## config.mk

```make
export PLATFORM = sky130hd
export DESIGN_NAME = alp_sqrt_cell
export DESIGN_NICKNAME = d
export VERILOG_FILES = /design/src/design/alp_pkg.sv /design/src/design/alp_sqrt_cell.sv
export SDC_FILE = /design/constraint.sdc
export NUM_CORES = 1
export LEC_CHECK = 0
export BUFFER_PORTS_ARGS = -buffer_cell sky130_fd_sc_hd__buf_4
export CAP_MARGIN = 40
export CORE_UTILIZATION = 52
export CTS_BUF_LIST = sky130_fd_sc_hd__clkbuf_4 sky130_fd_sc_hd__clkbuf_8
export DETAILED_ROUTE_END_ITERATION = 10
export PLACE_DENSITY = 0.83
export SLEW_MARGIN = 20
export SYNTH_ARGS = -nofsm -noshare
export SYNTH_HDL_FRONTEND = slang
export SYNTH_SLANG_ARGS = --single-unit
```

## constraint.sdc

```tcl
create_clock -name i_clk -period 5 [get_ports i_clk]
set_input_delay 0.5 -clock i_clk [delete_from_list [all_inputs] [get_ports i_clk]]
set_output_delay 0.5 -clock i_clk [all_outputs]
set_load 0.01 [all_outputs]
```

## src/design/alp_pkg.sv

```systemverilog
// Shared types, widths and helpers for the associated Legendre evaluator.
// Used by every cell module and by the top level; depends on nothing.
package alp_pkg;

    localparam int LMAX_DEF = 8;

    localparam int XW    = 32;   // argument x, signed Q2.30
    localparam int VW    = 56;   // values, signed Q26.30
    localparam int BW    = 37;   // second multiplier operand, signed
    localparam int SW    = 31;   // square root, unsigned Q.30
    localparam int RW    = 63;   // radicand and root remainder
    localparam int CW    = 5;    // small integer coefficients
    localparam int DW    = 4;    // divisor k - m
    localparam int UW    = 64;   // dividend magnitude
    localparam int DSTEP = 8;    // quotient bits per divider stage

    localparam int CFG_IW = 8;
    localparam int CFG_DW = 32;
    localparam logic [CFG_IW-1:0] IDX_DEGREE = 8'd0;
    localparam logic [CFG_IW-1:0] IDX_ORDER  = 8'd1;

    localparam logic signed [VW-1:0] VMAX    = {1'b0, {(VW-1){1'b1}}};
    localparam logic signed [VW-1:0] VMIN    = {1'b1, {(VW-1){1'b0}}};
    localparam logic signed [VW-1:0] ONE_Q30 = 56'sd1073741824;
    localparam logic [63:0] MAG_MAX = 64'h007F_FFFF_FFFF_FFFF;
    localparam logic [63:0] MAG_MIN = 64'h0080_0000_0000_0000;
    localparam logic [RW-1:0] ONE_Q60 = 63'h1000_0000_0000_0000;

    typedef struct packed {
        logic                 valid;
        logic signed [XW-1:0] x;
        logic [RW-1:0]        rem;
        logic [SW-1:0]        root;
    } t_sq;

    typedef struct packed {
        logic                 valid;
        logic signed [XW-1:0] x;
        logic [SW-1:0]        s;
        logic signed [VW-1:0] pmm;
    } t_pm;

    typedef struct packed {
        logic                 valid;
        logic signed [XW-1:0] x;
        logic signed [VW-1:0] a;
        logic signed [VW-1:0] b;
    } t_rc;

    // Applies a sign to a magnitude and saturates to the value range.
    function automatic logic signed [VW-1:0] sat_mag(input logic neg, input logic [63:0] mag);
        logic [63:0] nm;
        nm = ~mag + 64'd1;
        if (neg) begin
            sat_mag = (mag > MAG_MIN) ? VMIN : $signed(nm[VW-1:0]);
        end else begin
            sat_mag = (mag > MAG_MAX) ? VMAX : $signed(mag[VW-1:0]);
        end
    endfunction

endpackage

```

## src/design/alp_sqrt_cell.sv

```systemverilog
// One bit of the pipelined integer square root of the radicand.
// Depends on alp_pkg.
module alp_sqrt_cell #(
    parameter int B = 0
) (
    input  logic          i_clk,
    input  logic          i_rst_n,
    input  logic          i_en,
    input  alp_pkg::t_sq  i_d,
    output alp_pkg::t_sq  o_d
);
    alp_pkg::t_sq r_q, n_q;
    logic [alp_pkg::RW-1:0] inc;
    logic ge;

    always_comb begin
        inc = (alp_pkg::RW'(i_d.root) << (B + 1)) + (alp_pkg::RW'(1) << (2 * B));
        ge  = i_d.rem >= inc;
        n_q = i_d;
        if (ge) begin
            n_q.rem  = i_d.rem - inc;
            n_q.root = i_d.root | (alp_pkg::SW'(1) << B);
        end
    end

    always_ff @(posedge i_clk) begin
        if (!i_rst_n) begin
            r_q.valid <= 1'b0;
        end else if (i_en) begin
            r_q <= n_q;
        end
    end

    assign o_d = r_q;
endmodule

```

======== Yosys cells after proc, flatten, opt, wreduce, memory -nomap -nowiden ========
Index checks and enable logic that the tools add are counted.
word-level totals
  flip-flop bits (word level) ............. 127
  bits of input ports ..................... 130
  output and inout bits ................... 127
  word-level logic and storage cells ...... 10
operators by class
  add/sub/neg operators ................... 2
  order comparisons ....................... 1
  multiplexer cells ....................... 1
  reductions and logical operators ........ 1
operators with widths
  kind                                                             count
  94-bit 2-to-1 mux                                                1
  63-bit by 33-bit greater-or-equal comparator with 1-bit output   1
  63-bit by 33-bit subtractor with 63-bit output                   1
  32-bit by 1-bit adder with 33-bit output, second input constant  1
  2-bit AND reduction                                              1

======== Longest topological paths before layout ========
  word-level depth ........................ 3
  mapped depth ............................ 13
  depth with buffers taken out ............ 11

======== Worst setup path after synthesis ========
Ideal clock, no wire load.
  path type ............................... in2reg
  from .................................... in i_en
  to ...................................... reg r_q, in the netlist o_d[0], enable pin
  library setup time ...................... 0.499 ns
  arrival time ............................ 3.388 ns
  data required time ...................... 4.501 ns
  setup slack ............................. 1.112 ns
  cell stages on the path ................. 1
  buffers on the path ..................... 0
  path through ............................ and2_1
between the ends
  cells in the longest elaborated chain, start to end .. 1
ends and longest elaborated chain
  element                        RTL line             text
  start: declaration             alp_sqrt_cell.sv:8   input logic i_en,
  2-bit AND reduction (no line)  --
  end signal: assignment         alp_sqrt_cell.sv:30  r_q <= n_q;
  end: declaration               alp_sqrt_cell.sv:12  alp_pkg::t_sq r_q, n_q;
No other way between the ends.
A chain may end at the register's enable or synchronous reset.

==> flow_summary.json <==
{
  "cts-htree-levels": 4,
  "maximum_fanout_encountered_on_the_critical_timing_path": 38,
  "drc": 0,
  "clk_pin_slew_worst_paths_ns": 0.07,
  "post_drt_via_cell_ratio": 5.51,
  "timing.clock.skew_ns": 0,
  "number_of_max_cap_violations": 0,
  "die_w_um": 119,
  "detail_route.first_pass.iterations": 5,
  "die-area_um2": 14200,
  "dieHeight_um": 119,
  "grt_antenna_before_repair": 0,
  "achievable-frequency_mhz": 315,
  "peakVddDrop_mv": 0.190,
  "worst-slew-pin-transition_ns": 0.811,
  "global_route.usage.total_pct": 26.8,
  "setup.worst_path.end_class": "flip-flop",
  "insertedDiodeCount": 0,
  "crit_path_required_time_ns": 5.19,
  "cp_data_arrival_time_ns": 3.36,
  "post-synth-top-area-cell": "sky130_fd_sc_hd__edfxtp_1",
  "finalHoldViolCount": 0,
  "cts-root-to-sink-buffers": 2,
  "yosysWarnings": 0,
  "min-delay-start": "i_d[94]",
  "tritoncts_clock_tree": "yes",
  "worst-r2r-setup-slack_ns": 4.42,
  "reg2reg_to": "o_d[126]",
  "cpMaxStageDelayCell": "sky130_fd_sc_hd__buf_4",
  "run_status": "finished, final reports clean",
  "final-setup-viol-count": 0,
  "post-cts-setup-buffers": 0,
  "synth.area.top_cells": "sky130_fd_sc_hd__edfxtp_1, sky130_fd_sc_hd__xnor2_1, sky130_fd_sc_hd__ha_1",
  "ios": 257,
  "final_layout_size_suffix_gt1_share_pct": 34.3,
  "grt-ovfl-total": 0,
  "layout.filler_cells": 1029,
  "timing.hold.worst_path_depth": 1,
  "clock_sinks": 127,
  "yosys.area.top_type_share_pct": 53.0,
  "power_mw": 2.85,
  "slew-limit-headroom_pct": 45.4,
  "cts_made_buffers": 17,
  "timing_max_transition_violations_final": 0,
  "routed-via-count": 6032,
  "async_reset_ff_share_pct": 0,
  "yosysSeqAreaShare_pct": 53.3,
  "synth_enable_flop_cells": 126,
  "syn_area_per_cell_um2": 11.0,
  "grt.busiest_layer": "met2",
  "placement_rows": 42,
  "clock_tree.root_cell": "sky130_fd_sc_hd__clkbuf_8",
  "synth_cell_types": 70,
  "largest_register_ff_count": 127,
  "finalSetupTns_ns": 0,
  "synth_seq_cells": 127,
  "drt-wirelength-per-cell_um": 17.1,
  "type_of_element_launching_the_critical_path": "primary input",
  "final_nets": 1069,
  "power.density_nw_per_um2": 296,
  "hold_buffers": 0,
  "detail_route.iter0.violations": 449,
  "ant_nets": 0,
  "grt_first_pass_wirelength_um": 29500,
  "cts-resized-gates": 0,
  "clkLatencyLatePin_ns": 0.44,
  "core_footprint_um2": 13300,
  "hold_path_end": "o_d[94]",
  "hpwl_um": 14600,
  "r2r.worst_path.cells": 2,
  "first_global_vias": 5848,
  "chain_of_cells_forming_the_critical_path": "buf_4, inv_1, ha_1, o211ai_1, o21ai_1, o221ai_1, a211oi_2, o21ai_1, o31ai_4, buf_4, mux2_2",
  "regToRegStartpoint": "o_d[126]",
  "post-route-util_pct": 72.6,
  "grt_start_max_net_pins": 73,
  "groute.layer.met2.usage_pct": 43.7,
  "mappedNetlistNets": 812,
  "synth_most_common_cell": "sky130_fd_sc_hd__edfxtp_1",
  "place.port_buffers": 256,
  "weighted_congestion_reported_at_the_end_of_routability_driven_placement": 0.921,
  "syn-cell-area_um2": 7140,
  "grt_setup_unrepaired": "no",
  "total_leakage_power_nw": 3.98,
  "layout-area-overhead-vs-synth_pct": 35.1,
  "critical_path_class": "primary input to flip-flop",
  "min_period_over_period_pct": 63.6,
  "timing.final.crit_period_ns": 3.18,
  "class_of_the_most_critical_hold_timing_path": "primary input to flip-flop",
  "drt_wl_total_um": 18700,
  "postSynth.topFlopCell": "sky130_fd_sc_hd__edfxtp_1",
  "start_util_pct": 53.7,
  "netlist_top_cells_count": "sky130_fd_sc_hd__edfxtp_1, sky130_fd_sc_hd__nor2_1, sky130_fd_sc_hd__a21oi_1, sky130_fd_sc_hd__nand2_1, sky130_fd_sc_hd__xnor2_1",
  "slowest_delay_ns": 0.41,
  "grtUsageMet3_pct": 4.98,
  "globalRouteMet1Util_pct": 34.7,
  "postSynthCellCount": 649
}
[routing by layer]
layer,up-vias,wire length (um)
met1,2812,7900
met3,28,1330
met4,0,415
met2,273,9080
li1,2919,-
met5,-,0
[layout make-up]
class | count | area, um^2 | area share [%]
clock buffer | 21 | 264 | 2.74
clock inverter | 11 | 140 | 1.45
inverter | 41 | 154 | 1.60
multi-input combinational | 458 | 3090 | 32.0
sequential | 127 | 3800 | 39.4
tap | 176 | 220 | 2.28
timing repair buffer | 261 | 1980 | 20.5
[placed cells by master (no fill, tap or decap), drive strengths merged, types with 21 or more instances in the layout]
cell type	instances
clkbuf	21
a21oi	57
ha	32
xnor2	46
edfxtp	126
nand2	48
o21ai	23
nor2	67
inv	41
buf	261
[power breakdown]
part	internal [mW]	switching [mW]	leakage, nW
Clock	0.512	0.401	0.203
Sequential	1.28	0.0230	1.19
Combinational	0.307	0.334	2.58
Total	2.09	0.758	3.98
[worst max path at each step]
stage	from	to	slack, ns	cells past startpoint
final	i_d[1]	o_d[53]	1.82	11
after global routing	i_d[11]	o_d[70]	1.62	11
after CTS	i_d[1]	o_d[53]	1.87	11
after detailed placement	i_d[1]	o_d[53]	1.43	11
after global placement	i_d[1]	o_d[56]	1.42	11
after floorplan	i_en	o_d[0]	1.11	1
[critical path, delay by kind of cell]
kind / cells / cell delay, ns
buf+inv: 3 / 0.54
compound gates: 6 / 1.52
mux: 1 / 0.39
fa+ha+maj: 1 / 0.39
[per-stage QoR]
step / hold slack [ns] / instance area, um^2 / cells / setup WS, ns
2_1_floorplan: 0.538 / 7140 / 649 / 1.11
3_3_place_gp: 0.508 / 9220 / 1062 / 1.42
3_5_place_dp: 0.520 / 9220 / 1062 / 1.43
4_1_cts: 0.206 / 9620 / 1094 / 1.87
5_1_grt: 0.210 / 9650 / 1095 / 1.62
6_report: 0.233 / 9650 / 1095 / 1.82
[kinds of logic after synthesis]
group	Yosys count	share of synthesized area, %
and+or+nand+nor	211	14.8
AOI/OAI and AO/OA	148	14.0
DFF	127	53.3
buffers and inverters	64	3.68
xor gates and xnor gates	58	7.11
adders and majority gates	33	5.89
muxes	8	1.24
No activity file was read; power rests on OpenSTA's default activity.
