===== config.mk =====
export PLATFORM = sky130hd
export DESIGN_NAME = alp_pmm_cell
export DESIGN_NICKNAME = d
export VERILOG_FILES = /design/src/design/alp_pkg.sv /design/src/design/alp_mulq.sv /design/src/design/alp_pmm_cell.sv
export SDC_FILE = /design/constraint.sdc
export NUM_CORES = 2
export LEC_CHECK = 0
export ABC_CLOCK_PERIOD_IN_PS = 12100
export BUFFER_PORTS_ARGS = -buffer_cell sky130_fd_sc_hd__buf_2
export CAP_MARGIN = 0
export CELL_PAD_IN_SITES_DETAIL_PLACEMENT = 1
export CELL_PAD_IN_SITES_GLOBAL_PLACEMENT = 1
export CORE_MARGIN = 10
export CORE_UTILIZATION = 43
export DETAILED_ROUTE_END_ITERATION = 8
export PLACE_DENSITY_LB_ADDON = 0.25
export SETUP_SLACK_MARGIN = 0.05
export SLEW_MARGIN = 10
export SYNTH_ARGS = -nofsm -noshare
export SYNTH_HDL_FRONTEND = slang
export SYNTH_SLANG_ARGS = --single-unit
export TNS_END_PERCENT = 1

===== constraint.sdc =====
create_clock -name i_clk -period 12.1 [get_ports i_clk]
set_clock_uncertainty 0.1 [all_clocks]
set_input_delay 0 -clock i_clk [delete_from_list [all_inputs] [get_ports i_clk]]
set_output_delay 0 -clock i_clk [all_outputs]
set_load 0.05 [all_outputs]

===== src/design/alp_pkg.sv =====
// Shared types, widths and helpers for the associated Legendre evaluator.
// Used by every cell module and by the top level; depends on nothing.
package alp_pkg;

    localparam int LMAX_DEF = 8;

    localparam int XW    = 32;   // argument x, signed Q2.30
    localparam int VW    = 56;   // values, signed Q26.30
    localparam int BW    = 37;   // second multiplier operand, signed
    localparam int SW    = 31;   // square root, unsigned Q.30
    localparam int RW    = 63;   // radicand and root remainder
    localparam int CW    = 5;    // small integer coefficients
    localparam int DW    = 4;    // divisor k - m
    localparam int UW    = 64;   // dividend magnitude
    localparam int DSTEP = 8;    // quotient bits per divider stage

    localparam int CFG_IW = 8;
    localparam int CFG_DW = 32;
    localparam logic [CFG_IW-1:0] IDX_DEGREE = 8'd0;
    localparam logic [CFG_IW-1:0] IDX_ORDER  = 8'd1;

    localparam logic signed [VW-1:0] VMAX    = {1'b0, {(VW-1){1'b1}}};
    localparam logic signed [VW-1:0] VMIN    = {1'b1, {(VW-1){1'b0}}};
    localparam logic signed [VW-1:0] ONE_Q30 = 56'sd1073741824;
    localparam logic [63:0] MAG_MAX = 64'h007F_FFFF_FFFF_FFFF;
    localparam logic [63:0] MAG_MIN = 64'h0080_0000_0000_0000;
    localparam logic [RW-1:0] ONE_Q60 = 63'h1000_0000_0000_0000;

    typedef struct packed {
        logic                 valid;
        logic signed [XW-1:0] x;
        logic [RW-1:0]        rem;
        logic [SW-1:0]        root;
    } t_sq;

    typedef struct packed {
        logic                 valid;
        logic signed [XW-1:0] x;
        logic [SW-1:0]        s;
        logic signed [VW-1:0] pmm;
    } t_pm;

    typedef struct packed {
        logic                 valid;
        logic signed [XW-1:0] x;
        logic signed [VW-1:0] a;
        logic signed [VW-1:0] b;
    } t_rc;

    // Applies a sign to a magnitude and saturates to the value range.
    function automatic logic signed [VW-1:0] sat_mag(input logic neg, input logic [63:0] mag);
        logic [63:0] nm;
        nm = ~mag + 64'd1;
        if (neg) begin
            sat_mag = (mag > MAG_MIN) ? VMIN : $signed(nm[VW-1:0]);
        end else begin
            sat_mag = (mag > MAG_MAX) ? VMAX : $signed(mag[VW-1:0]);
        end
    endfunction

endpackage


===== src/design/alp_mulq.sv =====
// Two-stage Q.30 multiplier with round half away from zero and saturation.
// Depends on alp_pkg.
module alp_mulq (
    input  logic                                   i_clk,
    input  logic                                   i_en,
    input  logic signed [alp_pkg::VW-1:0]          i_a,
    input  logic signed [alp_pkg::BW-1:0]          i_b,
    output logic signed [alp_pkg::VW-1:0]          o_p
);
    localparam int HW   = alp_pkg::VW / 2;
    localparam int PW   = HW + alp_pkg::BW;
    localparam int SUMW = PW + HW;

    logic [alp_pkg::VW-1:0] ua;
    logic [alp_pkg::BW-1:0] ub;
    logic [PW-1:0]          r_p0, r_p1;
    logic                   r_neg;
    logic [SUMW-1:0]        sum;
    logic signed [alp_pkg::VW-1:0] r_p;

    assign ua  = i_a[alp_pkg::VW-1] ? (~i_a + 1'b1) : i_a;
    assign ub  = i_b[alp_pkg::BW-1] ? (~i_b + 1'b1) : i_b;
    assign sum = {{HW{1'b0}}, r_p0} + {r_p1, {HW{1'b0}}} + (SUMW'(1) << 29);

    always_ff @(posedge i_clk) begin
        if (i_en) begin
            r_p0  <= PW'(ua[HW-1:0]) * PW'(ub);
            r_p1  <= PW'(ua[alp_pkg::VW-1:HW]) * PW'(ub);
            r_neg <= i_a[alp_pkg::VW-1] ^ i_b[alp_pkg::BW-1];
            r_p   <= alp_pkg::sat_mag(r_neg, 64'(sum[SUMW-1:30]));
        end
    end

    assign o_p = r_p;
endmodule


===== src/design/alp_pmm_cell.sv =====
// One factor of P_m^m: multiplies by -(2i-1) s when i does not exceed the order.
// Depends on alp_pkg and alp_mulq.
module alp_pmm_cell #(
    parameter int I = 1
) (
    input  logic                      i_clk,
    input  logic                      i_rst_n,
    input  logic                      i_en,
    input  logic [alp_pkg::DW-1:0]    i_m,
    input  alp_pkg::t_pm              i_d,
    output alp_pkg::t_pm              o_d
);
    logic [alp_pkg::BW-1:0]        cb;
    logic signed [alp_pkg::VW-1:0] prod, negp;
    alp_pkg::t_pm r_d1, r_d2, r_q;
    logic use_it;

    assign cb     = alp_pkg::BW'(i_d.s) * alp_pkg::BW'(2 * I - 1);
    assign negp   = (prod == alp_pkg::VMIN) ? alp_pkg::VMAX : -prod;
    assign use_it = {1'b0, i_m} >= alp_pkg::CW'(I);

    alp_mulq u_mul (
        .i_clk (i_clk),
        .i_en  (i_en),
        .i_a   (i_d.pmm),
        .i_b   ($signed(cb)),
        .o_p   (prod)
    );

    always_ff @(posedge i_clk) begin
        if (!i_rst_n) begin
            r_d1.valid <= 1'b0;
            r_d2.valid <= 1'b0;
            r_q.valid  <= 1'b0;
        end else if (i_en) begin
            r_d1 <= i_d;
            r_d2 <= r_d1;
            r_q  <= r_d2;
            if (use_it) begin
                r_q.pmm <= negp;
            end
        end
    end

    assign o_d = r_q;
endmodule


== Word level (Yosys, flattened, before mapping) ==
Cells that the tools add are included.
Storage, ports and cells
  flip-flop bits (word level): 547
  output and inout port bits: 120
  logic and storage cells: 36
Operators by class
  add/sub/neg operators: 5
  $mul: 2
  order comparisons: 3
  eq/ne operators: 1
  muxes and demuxes: 6
  bitwise gates (word level): 2
  reduce and logical (&&, ||, !) cells: 1
Operators with widths (number)
  56-bit two-way mux: 6
  28-bit by 31-bit multiplier with 59-bit output: 2
  56-bit by 1-bit adder with 56-bit output, second input constant: 2
  56-bit inverter: 2
  65-bit by 93-bit adder with 93-bit output: 1
  93-bit by 30-bit adder with 93-bit output, second input constant: 1
  63-bit by 55-bit greater-than comparator with 1-bit output, second input constant: 1
  63-bit by 56-bit greater-than comparator with 1-bit output, second input constant: 1
  56-bit equality test, second input constant: 1
  56-bit negator: 1
  4-bit by 1-bit greater-or-equal comparator with 1-bit output, second input constant: 1
  2-bit AND reduction: 1

== Longest topological paths before layout ==
  word-level depth: 6
  gate-level depth with buffers: 39
  gate-level depth less buffers: 37

== Hierarchy ==
From an unflattened synthesis, not the netlist that was laid out.
Unflattened totals
  cell total of the unflattened synthesis: 9571
  area, all modules: 89484.6 µm²
By module, submodules not included
  alp_mulq: times used 1, cells each 8937, area each 76816.2 µm², sequential area each 4774.6 µm²
  alp_pmm_cell: times used 1, cells each 634, area each 12668.4 µm², sequential area each 10780.3 µm²

== Worst setup path before layout ==
No wires, ideal clock.
  kind: input -> register
  start point: input port i_d[6] in the netlist's numbering
  end point: register u_mul.r_p1[44] (data pin)
  library setup time: 0.260 ns
  arrival time: 9.731 ns
  data required time: 11.740 ns
  setup slack: 2.010 ns
  cell stages on the path: 36
  cells stage by stage: or4_1 > nor4_2 > and2b_1 > nand3_1 > or4_1 > or4_1 > or2_1 > clkbuf_1 > o41ai_1 > xor2_1 > clkbuf_1 > nor2b_1 > fa_1 > fa_1 > inv_1 > fa_1 > fa_1 > inv_1 > fa_1 > fa_1 > inv_1 > fa_1 > inv_1 > ha_1 > a21oi_1 > o21bai_1 > a2111oi_0 > o31ai_1 > a41o_1 > a21oi_1 > o21bai_1 > a21o_1 > a31oi_1 > o21bai_1 > a311o_1 > xor2_1
Between the ends
  cells in the longest elaborated chain, start to end: 4
Ends and longest elaborated chain
  start: declaration: RTL line alp_pmm_cell.sv:10  | input alp_pkg::t_pm i_d,
  56-bit inverter: RTL line alp_mulq.sv:21  | assign ua = i_a[alp_pkg::VW-1] ? (~i_a + 1'b1) : i_a;
  56-bit by 1-bit adder with 56-bit output: RTL line alp_mulq.sv:21
  56-bit two-way mux: RTL line alp_mulq.sv:21
  28-bit by 31-bit multiplier with 59-bit output: RTL line alp_mulq.sv:28  | r_p1 <= PW'(ua[alp_pkg::VW-1:HW]) * PW'(ub);
  end signal: assignment: RTL line alp_mulq.sv:28
  end: declaration: RTL line alp_mulq.sv:16  | logic [PW-1:0] r_p0, r_p1;
Every way passes these cells.
A chain may end at the register's enable or synchronous reset.

== Worst setup path in the final report ==
Ends and elaborated chain as after synthesis.

==> impl_metrics.tcl <==
set metrics [dict create \
    worstPathMaxFanout 17 \
    setup_viol 0 \
    busiest_layer "met2" \
    grt_max_degree 160 \
    synth-seq-cells 507 \
    crit_path_top_delay_cell "or4_1" \
    path_class "in -> reg" \
    worst_pin_slew_ns 1.15 \
    initial_core_util 0.433 \
    cp-end-kind "flip-flop" \
    drt_wl_total_mm 251 \
    cts_tree "done" \
    postLayoutSetupSlackWorst_ns 0.742 \
    clk_latency_ns 0.72 \
    ant_nets 0 \
    cts_setup_buffers 0 \
    hpwlAfterDp_mm 192 \
    fp.dieW_um 447 \
    cp_slowest_stage_delay_ns 0.64 \
    critPathLaunchType "input pin" \
    max-slew-margin-rel 0.227 \
    vias 56800 \
    min_path_type "in -> reg" \
    synth-edff-count 504 \
    setup_tns_ns 0 \
    drt_first_iter_violations 3857 \
    cts_sinks 507 \
    cts_buffer_depth 3 \
    regArea_mm2 0.0152 \
    rsz0062_at_grt "false" \
    layout-drive-gt1-share 0.0707 \
    worstPathRequired_ns 12.44 \
    synth_ff_type "edfxtp_1" \
    yosysWarnings 0 \
    finalCriticalPeriod_ns 11.36 \
    finalCritPeriodShare 0.939 \
    synthTopCellsByArea "fa_1, edfxtp_1, inv_1" \
    async_reset_ff_frac 0 \
    h-tree-depth 2 \
    crit_top_cell "fa_1" \
    max_freq_ghz 0.0880 \
    syn_area_mm2 0.0784 \
    use_met1 0.349 \
    synth.distinct_cells 103 \
    io_pins 247 \
    hold_violations 0 \
    outcome "complete, no violations" \
    syn_to_final_growth_pct 9.45 \
    drv_slew 0 \
    via_per_inst 5.34 \
    die_h_um 447 \
    antenna_found_initial 10 \
    arrival_ns 11.70 \
    grt_pass1_wl_mm 390 \
    avgRoutedWirePerCell_um 23.6 \
    yosysTopAreaCell "fa_1" \
    coreArea_mm2 0.181 \
    maxCapViolations 0 \
    row_count 156 \
    portBuffers 246 \
    overflow 0 \
    path_clk_slew_ns 0.06 \
    numCtsBuffers 57 \
    layout.nets 10300 \
    die_area_mm2 0.200 \
    preCtsSetupSlack_ns 0.555 \
    syn_avg_cell_area_um2 9.72 \
    grt_pass1_vias 64100 \
    synth_fp_nets 10200 \
    synth_top_area_share 0.384 \
    cts_root_buf "clkbuf_16" \
    drt-pass1-iter-count 5 \
    syn_inst 8061 \
    post-synth-top-count-cell "inv_1" \
    route.detailed.drc 0 \
    grtUsageMet2 0.415 \
    met3_usage 0.0400 \
    gp_congestion 0.896 \
    synthTopCellsByCount "inv_1, fa_1, nand2_1, and2_1, edfxtp_1" \
    yosysSeqAreaShare 0.194 \
    grt_usage 0.253 \
    fill_cells 20300 \
    multi_input_area_mm2 0.0551 \
]
[logic make-up (layout without fill, tap and decap cells)]
kind of cell | count (synthesis) | in the layout | synth area share
other cells | 0 | 4 | 0
compound gates | 620 | 620 | 0.0558
buf+inv | 2247 | 2444 | 0.108
xor+xnor | 242 | 242 | 0.0271
mux | 13 | 13 | 0.00176
simple gates | 2442 | 2442 | 0.151
flops | 507 | 507 | 0.194
fa+ha+maj | 1990 | 1990 | 0.462
[worst paths after layout]
check | startpoint | end | slack [ns] | cells after the start
worst max-delay path | i_d[6] | u_mul.r_p1[44]$_DFFE_PP_ | 0.74 | 39
worst min-delay path | i_d[81] | r_d1[81]$_DFFE_PP_ | 0.04 | 2
worst max register to register | u_mul.r_p0[44]$_DFFE_PP_ | u_mul.o_p[48]$_DFFE_PP_ | 5.47 | 14
worst min register to register | r_d1[1]$_DFFE_PP_ | r_d2[1]$_DFFE_PP_ | 0.28 | 0
[stage by stage]
| stage | cell area (um^2) | hold slack (ns) | utilization | cells |
|---|---|---|---|---|
| final | 85800 | 0.0428 | 0.474 | 10600 |
| after global routing | 85800 | 0.0104 | 0.474 | 10600 |
| after CTS | 85700 | 0.00476 | 0.474 | 10600 |
| after detailed placement | 82400 | 0.0790 | 0.455 | 10400 |
| after global placement | 82400 | 0.0783 | 0.455 | 10400 |
| after floorplan | 78400 | -0.00113 | - | 8061 |
[critical path, delay by kind of cell]
| family | cells | cell delay (ns) |
|---|---|---|
| xor gates and xnor gates | 2 | 0.57 |
| buffers and inverters | 9 | 1.51 |
| and+or+nand+nor | 10 | 3.25 |
| AOI/OAI and AO/OA | 10 | 2.51 |
| adders and majority gates | 8 | 3.85 |
[layer usage]
| layer | vias up | share of wire | routed length, um |
|---|---|---|---|
| met5 | - | 0.000052 | 13 |
| met4 | 2 | 0.032 | 8030 |
| met3 | 272 | 0.070 | 17500 |
| met2 | 1608 | 0.47 | 117000 |
| met1 | 30100 | 0.43 | 108000 |
| li1 | 24800 | - | - |
[sequential cells by signal, summed over array words and instances, names as in the netlist]
name and flops:
r_d2 120, u_mul.r_p1 59, o_d 120, u_mul.r_p0 31
u_mul.r_neg 1, u_mul.o_p 56, r_d1 120
[layout by cell type, fill, tap and decap left out, types with 61 or more instances in the layout]
master,instances
dlygate4sd3_1,144
a21oi_1,150
inv_1,1821
nand2_1,1233
fa_1,1504
a21o_1,71
nor3_1,82
buf_2,241
ha_1,486
nor2_1,159
xnor2_1,127
nor2b_1,95
edfxtp_1,504
xor2_1,61
and2_1,576
buf_4,124
o21ai_0,98
[what timing repair did]
item / in CTS / in global routing
resized for setup: 0 / 2
endpoints found under the setup margin: 0 / 1
hold endpoints to repair: 177 / 0
hold buffers: 144 / 0
[area by class of cell]
cell class              count  share of cell area
well taps                2370              0.0346
clock inverters            39             0.00519
clock buffers              68              0.0173
inverters                1821              0.0797
flip-flops and latches    507               0.177
repair buffers            516              0.0433
diodes                      4            0.000117
multi-input cells        5307               0.643
Power is not shown: default switching activity piles up to over one toggle a cycle in this logic, so the estimate is an artifact.
